<file path="config.mk">
export PLATFORM = sky130hd
export DESIGN_NAME = sliding_window_rate_stats_unit
export DESIGN_NICKNAME = d
export VERILOG_FILES = /design/src/rtl/core/swrs_pkg.sv /design/src/rtl/core/sliding_window_rate_stats_unit.sv /design/src/rtl/core/swrs_ram.sv
export SDC_FILE = /design/constraint.sdc
export NUM_CORES = 2
export LEC_CHECK = 0
export ABC_AREA = 1
export BUFFER_PORTS_ARGS = -buffer_cell sky130_fd_sc_hd__clkbuf_2
export CORE_UTILIZATION = 50
export DETAILED_ROUTE_END_ITERATION = 12
export GPL_TIMING_DRIVEN = 0
export PLACE_DENSITY = 0.66
export SETUP_SLACK_MARGIN = 0.3
export SYNTH_ARGS = -nofsm -noshare
export SYNTH_HDL_FRONTEND = slang
export SYNTH_SLANG_ARGS = --single-unit
</file>
<file path="constraint.sdc">
create_clock -name clk_i -period 16.4 [get_ports clk_i]
set_input_delay 0.82 -clock clk_i [delete_from_list [all_inputs] [get_ports clk_i]]
set_output_delay 0.82 -clock clk_i [all_outputs]
set_load 0.03 [all_outputs]
</file>
<file path="src/rtl/core/swrs_pkg.sv">
// package for the sliding window rate statistics unit
// field widths, slice record, sequencer states and request codes; no dependencies
package swrs_pkg;

  localparam int unsigned WINDOW_SECONDS_DEF = 16;

  localparam int unsigned REQ_W    = 2;
  localparam int unsigned BYTES_W  = 16;
  localparam int unsigned METRIC_W = 2;
  localparam int unsigned SECS_W   = 5;
  localparam int unsigned AVG_W    = 37;
  localparam int unsigned VAL_W    = 32;
  localparam int unsigned FRAMES_W = 16;
  localparam int unsigned KBIT_SHIFT = 7;

  localparam int unsigned S_DATA_W = 24;
  localparam int unsigned M_DATA_W = 104;

  typedef enum logic [REQ_W-1:0] {
    REQ_AUDIO = 2'd0,
    REQ_VIDEO = 2'd1,
    REQ_TICK  = 2'd2,
    REQ_QUERY = 2'd3
  } req_e;

  typedef enum logic [METRIC_W-1:0] {
    MET_AUDIO  = 2'd0,
    MET_VIDEO  = 2'd1,
    MET_FRAMES = 2'd2,
    MET_RSVD   = 2'd3
  } metric_e;

  typedef enum logic [2:0] {
    ST_IDLE,
    ST_FRAME,
    ST_WALK,
    ST_DIV,
    ST_DONE
  } state_e;

  typedef struct packed {
    logic [FRAMES_W-1:0] frames;
    logic [VAL_W-1:0]    video;
    logic [VAL_W-1:0]    audio;
  } slice_t;

  function automatic logic [VAL_W-1:0] sat_add(input logic [VAL_W-1:0] a,
                                              input logic [BYTES_W-1:0] b);
    logic [VAL_W:0] s;
    s = {1'b0, a} + {{(VAL_W + 1 - BYTES_W){1'b0}}, b};
    return s[VAL_W] ? {VAL_W{1'b1}} : s[VAL_W-1:0];
  endfunction

endpackage

</file>
<file path="src/rtl/core/sliding_window_rate_stats_unit.sv">
// sliding window bitrate and frame rate meter, top level
// uses swrs_pkg and one swrs_ram instance for the slice ring
//
//  channel  dir  handshake                     payload
//  s_axis   in   s_axis_tvalid/s_axis_tready   tdata: bytes, metric, seconds; tuser: kind
//  m_axis   out  m_axis_tvalid/m_axis_tready   tdata: avg, min, max; tuser: has_data
//
// tick: in ST_IDLE; audio or video frame: read in ST_IDLE, modify and write in ST_FRAME
// query: n completed slices walked one per ram read, then a restoring divider giving
// one quotient bit a cycle; an empty window skips both and goes straight to ST_DONE
// reset clears sequencer and slice pointer, sets slice count to one; ring needs no clearing
// a waiting m_axis result holds the next query in its last state, and all of s_axis with it
module sliding_window_rate_stats_unit
  import swrs_pkg::*;
#(
  parameter int unsigned WINDOW_SECONDS = WINDOW_SECONDS_DEF
) (
  input  logic                clk_i,
  input  logic                rst_ni,
  input  logic                s_axis_tvalid,
  output logic                s_axis_tready,
  input  logic [S_DATA_W-1:0] s_axis_tdata,   // frame_bytes, metric, query_seconds
  input  logic [REQ_W-1:0]    s_axis_tuser,   // req_type
  output logic                m_axis_tvalid,
  input  logic                m_axis_tready,
  output logic [M_DATA_W-1:0] m_axis_tdata,   // avg_value, min_value, max_value
  output logic                m_axis_tuser    // has_data
);

  localparam int unsigned DEPTH   = WINDOW_SECONDS + 1;
  localparam int unsigned SLOT_W  = $clog2(DEPTH);
  localparam int unsigned HELD_W  = $clog2(DEPTH + 1);
  localparam int unsigned N_W     = $clog2(WINDOW_SECONDS + 1);
  localparam int unsigned SUM_W   = VAL_W + $clog2(WINDOW_SECONDS);
  localparam int unsigned NUM_W   = SUM_W + 1;
  localparam int unsigned CNT_W   = $clog2(NUM_W + 1);
  localparam int unsigned SLICE_W = $bits(slice_t);

  state_e state_q, state_d;

  logic [SLOT_W-1:0]   newest_q, newest_d;
  logic [HELD_W-1:0]   held_q, held_d;
  logic                cur_zero_q, cur_zero_d;
  logic                is_video_q, is_video_d;
  logic [BYTES_W-1:0]  bytes_q, bytes_d;
  logic [METRIC_W-1:0] sel_q, sel_d;
  logic [N_W-1:0]      n_q, n_d;
  logic [N_W-1:0]      left_q, left_d;
  logic [SLOT_W-1:0]   walk_addr_q, walk_addr_d;
  logic                pend_q, pend_d;
  logic                empty_q, empty_d;
  logic [SUM_W-1:0]    sum_q, sum_d;
  logic [VAL_W-1:0]    lo_q, lo_d, hi_q, hi_d;
  logic [NUM_W-1:0]    div_q, div_d;
  logic [N_W:0]        rem_q, rem_d;
  logic [CNT_W-1:0]    cnt_q, cnt_d;

  logic                out_valid_q, out_valid_d;
  logic                out_has_q, out_has_d;
  logic [AVG_W-1:0]    out_avg_q, out_avg_d;
  logic [VAL_W-1:0]    out_min_q, out_min_d, out_max_q, out_max_d;

  logic                accept;
  req_e                req;
  logic [BYTES_W-1:0]  in_bytes;
  logic [METRIC_W-1:0] in_metric;
  logic [SECS_W-1:0]   in_secs;
  logic [N_W-1:0]      secs_eff;
  logic [HELD_W-1:0]   completed;

  logic                ram_we;
  logic [SLOT_W-1:0]   ram_waddr, ram_raddr;
  slice_t              ram_wdata, ram_rdata, cur_slice;
  logic [VAL_W-1:0]    rd_val;
  logic [N_W:0]        trial;
  logic                load_out;

  assign accept    = s_axis_tvalid && s_axis_tready;
  assign req       = req_e'(s_axis_tuser);
  assign in_bytes  = s_axis_tdata[BYTES_W-1:0];
  assign in_metric = s_axis_tdata[BYTES_W +: METRIC_W];
  assign in_secs   = s_axis_tdata[BYTES_W + METRIC_W +: SECS_W];
  assign s_axis_tready = (state_q == ST_IDLE);

  assign secs_eff  = (in_secs == '0 || 32'(in_secs) > WINDOW_SECONDS) ?
                     N_W'(WINDOW_SECONDS) : N_W'(in_secs);
  assign completed = held_q - HELD_W'(1);
  assign cur_slice = cur_zero_q ? slice_t'('0) : ram_rdata;

  swrs_ram #(
    .WIDTH (SLICE_W),
    .DEPTH (DEPTH)
  ) u_ring (
    .clk_i   (clk_i),
    .we_i    (ram_we),
    .waddr_i (ram_waddr),
    .wdata_i (ram_wdata),
    .raddr_i (ram_raddr),
    .rdata_o (ram_rdata)
  );

  always_comb begin
    unique case (metric_e'(sel_q))
      MET_AUDIO: rd_val = ram_rdata.audio;
      MET_VIDEO: rd_val = ram_rdata.video;
      default:   rd_val = {{(VAL_W - FRAMES_W){1'b0}}, ram_rdata.frames};
    endcase
  end

  assign trial = {rem_q[N_W-1:0], div_q[NUM_W-1]};

  // next state
  always_comb begin
    state_d = state_q;
    unique case (state_q)
      ST_IDLE: begin
        if (accept && (req == REQ_AUDIO || req == REQ_VIDEO)) begin
          state_d = ST_FRAME;
        end else if (accept && req == REQ_QUERY) begin
          state_d = (held_q <= HELD_W'(1)) ? ST_DONE : ST_WALK;
        end
      end
      ST_FRAME: state_d = ST_IDLE;
      ST_WALK: begin
        if (left_q == '0 && !pend_q) begin
          state_d = ST_DIV;
        end
      end
      ST_DIV: begin
        if (cnt_q == CNT_W'(1)) begin
          state_d = ST_DONE;
        end
      end
      ST_DONE: begin
        if (load_out) begin
          state_d = ST_IDLE;
        end
      end
      default: state_d = ST_IDLE;
    endcase
  end

  assign load_out = (state_q == ST_DONE) && (!out_valid_q || m_axis_tready);

  // datapath and ram control
  always_comb begin
    newest_d    = newest_q;
    held_d      = held_q;
    cur_zero_d  = cur_zero_q;
    is_video_d  = is_video_q;
    bytes_d     = bytes_q;
    sel_d       = sel_q;
    n_d         = n_q;
    left_d      = left_q;
    walk_addr_d = walk_addr_q;
    pend_d      = 1'b0;
    empty_d     = empty_q;
    sum_d       = sum_q;
    lo_d        = lo_q;
    hi_d        = hi_q;
    div_d       = div_q;
    rem_d       = rem_q;
    cnt_d       = cnt_q;
    ram_we      = 1'b0;
    ram_waddr   = newest_q;
    ram_wdata   = '0;
    ram_raddr   = (state_q == ST_WALK) ? walk_addr_q : newest_q;
    out_valid_d = out_valid_q && !m_axis_tready;
    out_has_d   = out_has_q;
    out_avg_d   = out_avg_q;
    out_min_d   = out_min_q;
    out_max_d   = out_max_q;

    unique case (state_q)
      ST_IDLE: begin
        if (accept) begin
          is_video_d = (req == REQ_VIDEO);
          bytes_d    = in_bytes;
          sel_d      = (in_metric == MET_RSVD) ? METRIC_W'(MET_FRAMES) : in_metric;
          empty_d    = (held_q <= HELD_W'(1));
          n_d        = (completed < HELD_W'(secs_eff)) ? N_W'(completed) : secs_eff;
          left_d     = n_d;
          walk_addr_d = (newest_q == '0) ? SLOT_W'(WINDOW_SECONDS) : newest_q - SLOT_W'(1);
          sum_d      = '0;
          lo_d       = '1;
          hi_d       = '0;
          if (req == REQ_TICK) begin
            // an untouched slice is made zero before it becomes a completed one
            ram_we     = cur_zero_q;
            ram_wdata  = '0;
            newest_d   = (newest_q == SLOT_W'(WINDOW_SECONDS)) ? '0 : newest_q + SLOT_W'(1);
            cur_zero_d = 1'b1;
            if (held_q < HELD_W'(DEPTH)) begin
              held_d = held_q + HELD_W'(1);
            end
          end
        end
      end
      ST_FRAME: begin
        ram_we    = 1'b1;
        ram_wdata = cur_slice;
        if (is_video_q) begin
          ram_wdata.video = sat_add(cur_slice.video, bytes_q);
          if (cur_slice.frames != '1) begin
            ram_wdata.frames = cur_slice.frames + FRAMES_W'(1);
          end
        end else begin
          ram_wdata.audio = sat_add(cur_slice.audio, bytes_q);
        end
        cur_zero_d = 1'b0;
      end
      ST_WALK: begin
        if (left_q != '0) begin
          left_d      = left_q - N_W'(1);
          walk_addr_d = (walk_addr_q == '0) ? SLOT_W'(WINDOW_SECONDS) :
                        walk_addr_q - SLOT_W'(1);
          pend_d      = 1'b1;
        end
        if (pend_q) begin
          sum_d = sum_q + SUM_W'(rd_val);
          if (rd_val < lo_q) lo_d = rd_val;
          if (rd_val > hi_q) hi_d = rd_val;
        end
        if (left_q == '0 && !pend_q) begin
          div_d = (sel_q == MET_FRAMES) ? NUM_W'({sum_q, 8'b0}) : NUM_W'({sum_q, 1'b0});
          rem_d = '0;
          cnt_d = CNT_W'(NUM_W);
        end
      end
      ST_DIV: begin
        if (trial >= {1'b0, n_q}) begin
          rem_d = trial - {1'b0, n_q};
          div_d = {div_q[NUM_W-2:0], 1'b1};
        end else begin
          rem_d = trial;
          div_d = {div_q[NUM_W-2:0], 1'b0};
        end
        cnt_d = cnt_q - CNT_W'(1);
      end
      ST_DONE: begin
        if (load_out) begin
          out_valid_d = 1'b1;
          out_has_d   = !empty_q;
          if (empty_q) begin
            out_avg_d = '0;
            out_min_d = '0;
            out_max_d = '0;
          end else begin
            out_avg_d = AVG_W'(div_q);
            out_min_d = (sel_q == MET_FRAMES) ? lo_q : (lo_q >> KBIT_SHIFT);
            out_max_d = (sel_q == MET_FRAMES) ? hi_q : (hi_q >> KBIT_SHIFT);
          end
        end
      end
      default: ;
    endcase
  end

  always_ff @(posedge clk_i or negedge rst_ni) begin
    if (!rst_ni) begin
      state_q     <= ST_IDLE;
      newest_q    <= '0;
      held_q      <= HELD_W'(1);
      cur_zero_q  <= 1'b1;
      pend_q      <= 1'b0;
      left_q      <= '0;
      cnt_q       <= '0;
      out_valid_q <= 1'b0;
    end else begin
      state_q     <= state_d;
      newest_q    <= newest_d;
      held_q      <= held_d;
      cur_zero_q  <= cur_zero_d;
      pend_q      <= pend_d;
      left_q      <= left_d;
      cnt_q       <= cnt_d;
      out_valid_q <= out_valid_d;
    end
  end

  always_ff @(posedge clk_i) begin
    is_video_q  <= is_video_d;
    bytes_q     <= bytes_d;
    sel_q       <= sel_d;
    n_q         <= n_d;
    walk_addr_q <= walk_addr_d;
    empty_q     <= empty_d;
    sum_q       <= sum_d;
    lo_q        <= lo_d;
    hi_q        <= hi_d;
    div_q       <= div_d;
    rem_q       <= rem_d;
    out_has_q   <= out_has_d;
    out_avg_q   <= out_avg_d;
    out_min_q   <= out_min_d;
    out_max_q   <= out_max_d;
  end

  assign m_axis_tvalid = out_valid_q;
  assign m_axis_tuser  = out_has_q;
  assign m_axis_tdata  = {{(M_DATA_W - AVG_W - 2 * VAL_W){1'b0}},
                          out_max_q, out_min_q, out_avg_q};

  a_held_range: assert property (@(posedge clk_i) disable iff (!rst_ni)
    held_q >= HELD_W'(1) && held_q <= HELD_W'(DEPTH))
    else $error("slice count out of range");

  a_rise_from_done: assert property (@(posedge clk_i) disable iff (!rst_ni)
    $rose(m_axis_tvalid) |-> $past(state_q == ST_DONE))
    else $error("result raised outside the final state");

  a_empty_zero: assert property (@(posedge clk_i) disable iff (!rst_ni)
    (m_axis_tvalid && !m_axis_tuser) |-> (m_axis_tdata == '0))
    else $error("empty window result carries data");

  a_walk_n: assert property (@(posedge clk_i) disable iff (!rst_ni)
    (state_q == ST_WALK) |-> (n_q != '0 && 32'(n_q) <= WINDOW_SECONDS && left_q <= n_q))
    else $error("window length out of range during walk");

endmodule

</file>
<file path="src/rtl/core/swrs_ram.sv">
// generic single write port ram with registered read
// depends on nothing
module swrs_ram #(
  parameter int unsigned WIDTH = 8,
  parameter int unsigned DEPTH = 2
) (
  input  logic                     clk_i,
  input  logic                     we_i,
  input  logic [$clog2(DEPTH)-1:0] waddr_i,
  input  logic [WIDTH-1:0]         wdata_i,
  input  logic [$clog2(DEPTH)-1:0] raddr_i,
  output logic [WIDTH-1:0]         rdata_o
);

  logic [WIDTH-1:0] mem_q [DEPTH];
  logic [WIDTH-1:0] rdata_q;

  always_ff @(posedge clk_i) begin
    if (we_i) begin
      mem_q[waddr_i] <= wdata_i;
    end
    rdata_q <= mem_q[raddr_i];
  end

  assign rdata_o = rdata_q;

endmodule
</file>
==> results.md <==
- The number of levels the H-tree was split into is 4.
- In the post-synthesis netlist, the biggest area contributors are sky130_fd_sc_hd__edfxtp_1, sky130_fd_sc_hd__o21ai_0, sky130_fd_sc_hd__inv_1.
- The worst register-to-register path has a depth of 15.
- For this run, the register share of the synthesized area comes to 67.3%.
- The initial antenna violation count is 10.
- The max-capacitance violation count is 2.
- The wire length of the first global-routing pass is 344000 microns.
- Static timing analysis puts the maximum clock frequency at 154 MHz.
- Dividing the synthesized area by the synthesized cell count gives 11.3 sq um.
- Data on the critical path arrives at its endpoint at 6.94 ns.
- The biggest area consumer among synthesized cells is sky130_fd_sc_hd__edfxtp_1.
- The run finished, with violations left.
- The checks that failed: max-capacitance violations, max-slew violations.
- In this run the count of I/O pins placed on the die edge is 137.
- At the worst endpoint, the required time is 16.83 ns.
- In this run, CTS created clock tree buffers numbering 178.
- In this run the critical register-to-register path is launched from cur_zero_q.
- The final critical delay including setup and external delays is 6.51 ns.
- Entering global routing, the biggest net connects 37 pins.
- The final core utilization is 57.8%.
- Of all flip-flops after synthesis, the portion carrying an async set or reset was 1.55%.
- The combinational share of power is 48.5%.
- Global routing consumed, over all layers together, 30.9% of the routing resources.
- Counting every instance in the synthesized netlist gives 6762.
- For the final database, setup skew stands at 0.0453 ns.
- The final-report max-slew violation count is 12.
- The worst setup path is launched from a flop.
- In this run the post-CTS setup repair buffer count came out at 0.
- After detailed routing, the average wire length per cell comes to 25.7 microns.
- The TritonCTS sink count is 1741.
- The area added between synthesis and finish is 14.2%.
- The CTS tree is built.
- Sequential cells account for 30.6% of the total power.
- The region available for standard cell placement spans 0.151 sq mm.
- The largest vdd supply drop is 0.118 mV.
- The via count of the first global-routing pass came to 52500.
- In this run the horizontal extent of the chip is 393 microns.
- The worst setup path is of the reg -> reg kind.
- The ratio of total power to cell area is 222 mW/mm^2.
- The number of enable flip-flop cells after synthesis is 1634.
- The beginning of the critical path is cur_zero_q.
- At the end of routability-driven placement, the weighted congestion stood at 0.978.
- For the pin with the worst max-slew slack, the measured transition is 1.66 ns.
- The cell at the root of the clock tree is sky130_fd_sc_hd__clkbuf_16.
- The worst max-slew margin expressed relative to the limit is -10.8%.
- Global routing finished with a remaining overflow of 0.
- The post-route DRC violation count is 0.
- The worst path uses 39.7% of the clock period.
- The number of hold-slack violations in the final timing report came to 0.
- Setup violations remaining at the end of the flow were counted as 0.
- The most common cell in the synthesized netlist is sky130_fd_sc_hd__edfxtp_1.
- Yosys printed 0 warnings.
- The count of placed standard cells in the final layout, fillers left out is 9320.
- Registers take 0.0513 sq mm.
- In this run, post-CTS repair resized a total of 0 instances.
- The switching power as a share of total power is 46.3%.
- Port buffering added 132 buffers.
- The via count normalized by instance count is 5.90.
- In this run the cell area of the synthesized design comes to 0.0763 sq mm.
- The die outline height is 393 microns.
- After detailed placement, the total cell area comes to 0.0812 sq mm.
- After floorplanning, the core was divided into 142 placement rows.
- The slack of the worst reg-to-reg path is 9.89 ns.
- For this design the static power due to leakage is 32.5 nW.
- Setup repair after global routing left no endpoint under its margin.
- The worst-case clock buffer depth is 3.
- The count of nets left with antenna violations once routing finished came out at 0.
- The insertion delay to the later sink of the worst-skew pair is 0.85 ns.
- The synthesis-stage register bit count is 1741.
- The placed wire-length estimate after detailed placement is 168000 microns.
- The switching power is 8.96 mW.
- The clock-pin slew on the worst setup and hold paths is 0.06 ns.
- The destination of the worst register-to-register timing path is u_ring.mem_q[12][53].
- The critical path ends at u_ring.mem_q[12][53].
- The path type of the worst min-delay path is in -> async.
- The area of the die is 0.154 sq mm.
- The final wirelength is 240000 microns.
- In the final design database the tool counted 7336 nets.
- Counting instances in the post-synthesis netlist gives the leading cell types as sky130_fd_sc_hd__edfxtp_1, sky130_fd_sc_hd__inv_1, sky130_fd_sc_hd__o21ai_0.
- The top flip-flop cell by instance count after synthesis is sky130_fd_sc_hd__edfxtp_1.
- In this run the worst path has a maximum fanout of 17.
- The synthesized netlist contains 55 unique library cells.
- The critical path capture point type is a flop.
- The effective utilization at floorplan is 50.6%.
- Fill cells in the final layout number 12500.
- The first-pass iteration count of the detailed router is 10.
- Cell internal power was estimated by the tool at 10.4 mW.
- The share of post-route cells with drive strength above 1 is 9.22%.
- Hold repair after CTS inserted 0 buffers.
- The routed layout has 55000 vias.
- Summing all multi-input logic gate instances after layout gives 0.0205 sq mm.
- The DRC violation total after the first TritonRoute iteration is 6251.
- In this run, placement finished with an instance count of 8984.
- The area share of the leading cell type in the synthesized netlist is 64.3%.
- The accumulated negative setup slack is 0 ns.
- The final design area excluding fillers is 0.0871 sq mm.
- In this run, the clock network consumes 20.9% of the power.
## metrics by stage
step           hold slack [ns]  setup WS (ns)  power [mW]
2_1_floorplan            0.465           9.70        11.5
3_3_place_gp             0.474           3.93        14.9
3_5_place_dp             0.477           9.96        15.1
4_1_cts                 0.0782           9.90        19.2
5_1_grt                  0.134           9.72        20.3
6_report                0.0991           9.89        19.4
## layer usage
layer / part of all wire [%] / up-vias / GRT usage, %
met5: 0.0075 / - / 0
met2: 46 / 2961 / 48.7
li1: - / 24800 / -
met3: 9.8 / 597 / 5.92
met4: 5.5 / 2 / 16.4
met1: 39 / 26600 / 40.8
## flip-flops by register name, indices dropped and copies added (netlist names), 2 cells and up
name / cells
state_q: 3
walk_addr_q: 5
sel_q: 2
lo_q: 32
rem_q: 5
hi_q: 32
left_q: 5
div_q: 37
newest_q: 5
u_ring.mem_q: 1360
out_max_q: 32
cnt_q: 6
out_min_q: 32
bytes_q: 16
sum_q: 36
held_q: 5
out_avg_q: 37
u_ring.rdata_o: 80
n_q: 5
## power groups by stage
stage               Clock [mW]  Combinational, mW  Sequential (mW)
floorplan                    0               5.55             5.93
global placement             0               8.88             6.05
detailed placement           0               9.13             6.01
CTS                       4.07               9.19             5.92
global route              4.24               10.1             5.95
finish                    4.04               9.38             5.93
## worst max-delay path, cell delays in order (launching register included)
cell	delay, ns
sky130_fd_sc_hd__dfstp_2	0.52
sky130_fd_sc_hd__buf_2	0.25
sky130_fd_sc_hd__buf_2	0.41
sky130_fd_sc_hd__clkbuf_1	0.95
sky130_fd_sc_hd__clkbuf_1	0.59
sky130_fd_sc_hd__nor2_1	0.15
sky130_fd_sc_hd__ha_1	0.43
sky130_fd_sc_hd__nand2_1	0.07
sky130_fd_sc_hd__o21ai_0	0.38
sky130_fd_sc_hd__nand3_1	0.12
sky130_fd_sc_hd__nand2_1	0.16
sky130_fd_sc_hd__nand2_1	0.07
sky130_fd_sc_hd__nand2_1	0.26
sky130_fd_sc_hd__nand4_1	0.31
sky130_fd_sc_hd__buf_2	0.33
sky130_fd_sc_hd__a21oi_1	1.08
## cells in the final DEF (no fill, tap or decap), drive strengths merged, types with 26 or more instances in the layout
| cell | synthesis | routed |
|---|---|---|
| clkbuf | 222 | 578 |
| nand3 | 258 | 258 |
| clkinv | 1 | 75 |
| a21oi | 574 | 574 |
| o22ai | 26 | 26 |
| ha | 151 | 151 |
| dfxtp | 80 | 80 |
| a31oi | 32 | 32 |
| buf | 143 | 218 |
| o211ai | 332 | 332 |
| edfxtp | 1634 | 1634 |
| xor2 | 36 | 36 |
| o21ai | 938 | 938 |
| nand2 | 593 | 593 |
| nor2 | 665 | 665 |
| inv | 846 | 855 |
| nor3 | 44 | 44 |
## area by class of cell
| type | instances | area share [%] |
|---|---|---|
| Antenna cell | 7 | 0.0201 |
| Buffer | 365 | 1.81 |
| Clock buffer | 224 | 5.40 |
| Clock inverter | 102 | 1.27 |
| Inverter | 847 | 3.65 |
| Multi-Input combinational cell | 3811 | 23.5 |
| Sequential cell | 1741 | 58.9 |
| Tap cell | 2016 | 2.90 |
| Timing Repair Buffer | 207 | 2.51 |
## worst min path at each step
stage,start,to,depth (start not counted)
6_report,rst_ni,cnt_q[2],1
5_1_grt,rst_ni,cnt_q[2],1
3_3_place_gp,u_ring.mem_q[16][50],u_ring.rdata_o[50],2
2_1_floorplan,u_ring.mem_q[16][0],u_ring.rdata_o[0],2
3_5_place_dp,u_ring.mem_q[16][39],u_ring.rdata_o[39],2
4_1_cts,rst_ni,cnt_q[3],1
## cells by family after synthesis
| group | Yosys count | share of synthesized area (%) |
|---|---|---|
| AND/OR/NAND/NOR | 1615 | 8.71 |
| flip-flops | 1741 | 67.3 |
| adder cells (fa/ha/maj) | 155 | 2.58 |
| AO/OA/AOI/OAI | 1988 | 14.6 |
| XOR/XNOR | 50 | 0.574 |
| other | 1 | 0.00492 |
| buffers and inverters | 1212 | 6.24 |
(Power assumes the default switching activity.)
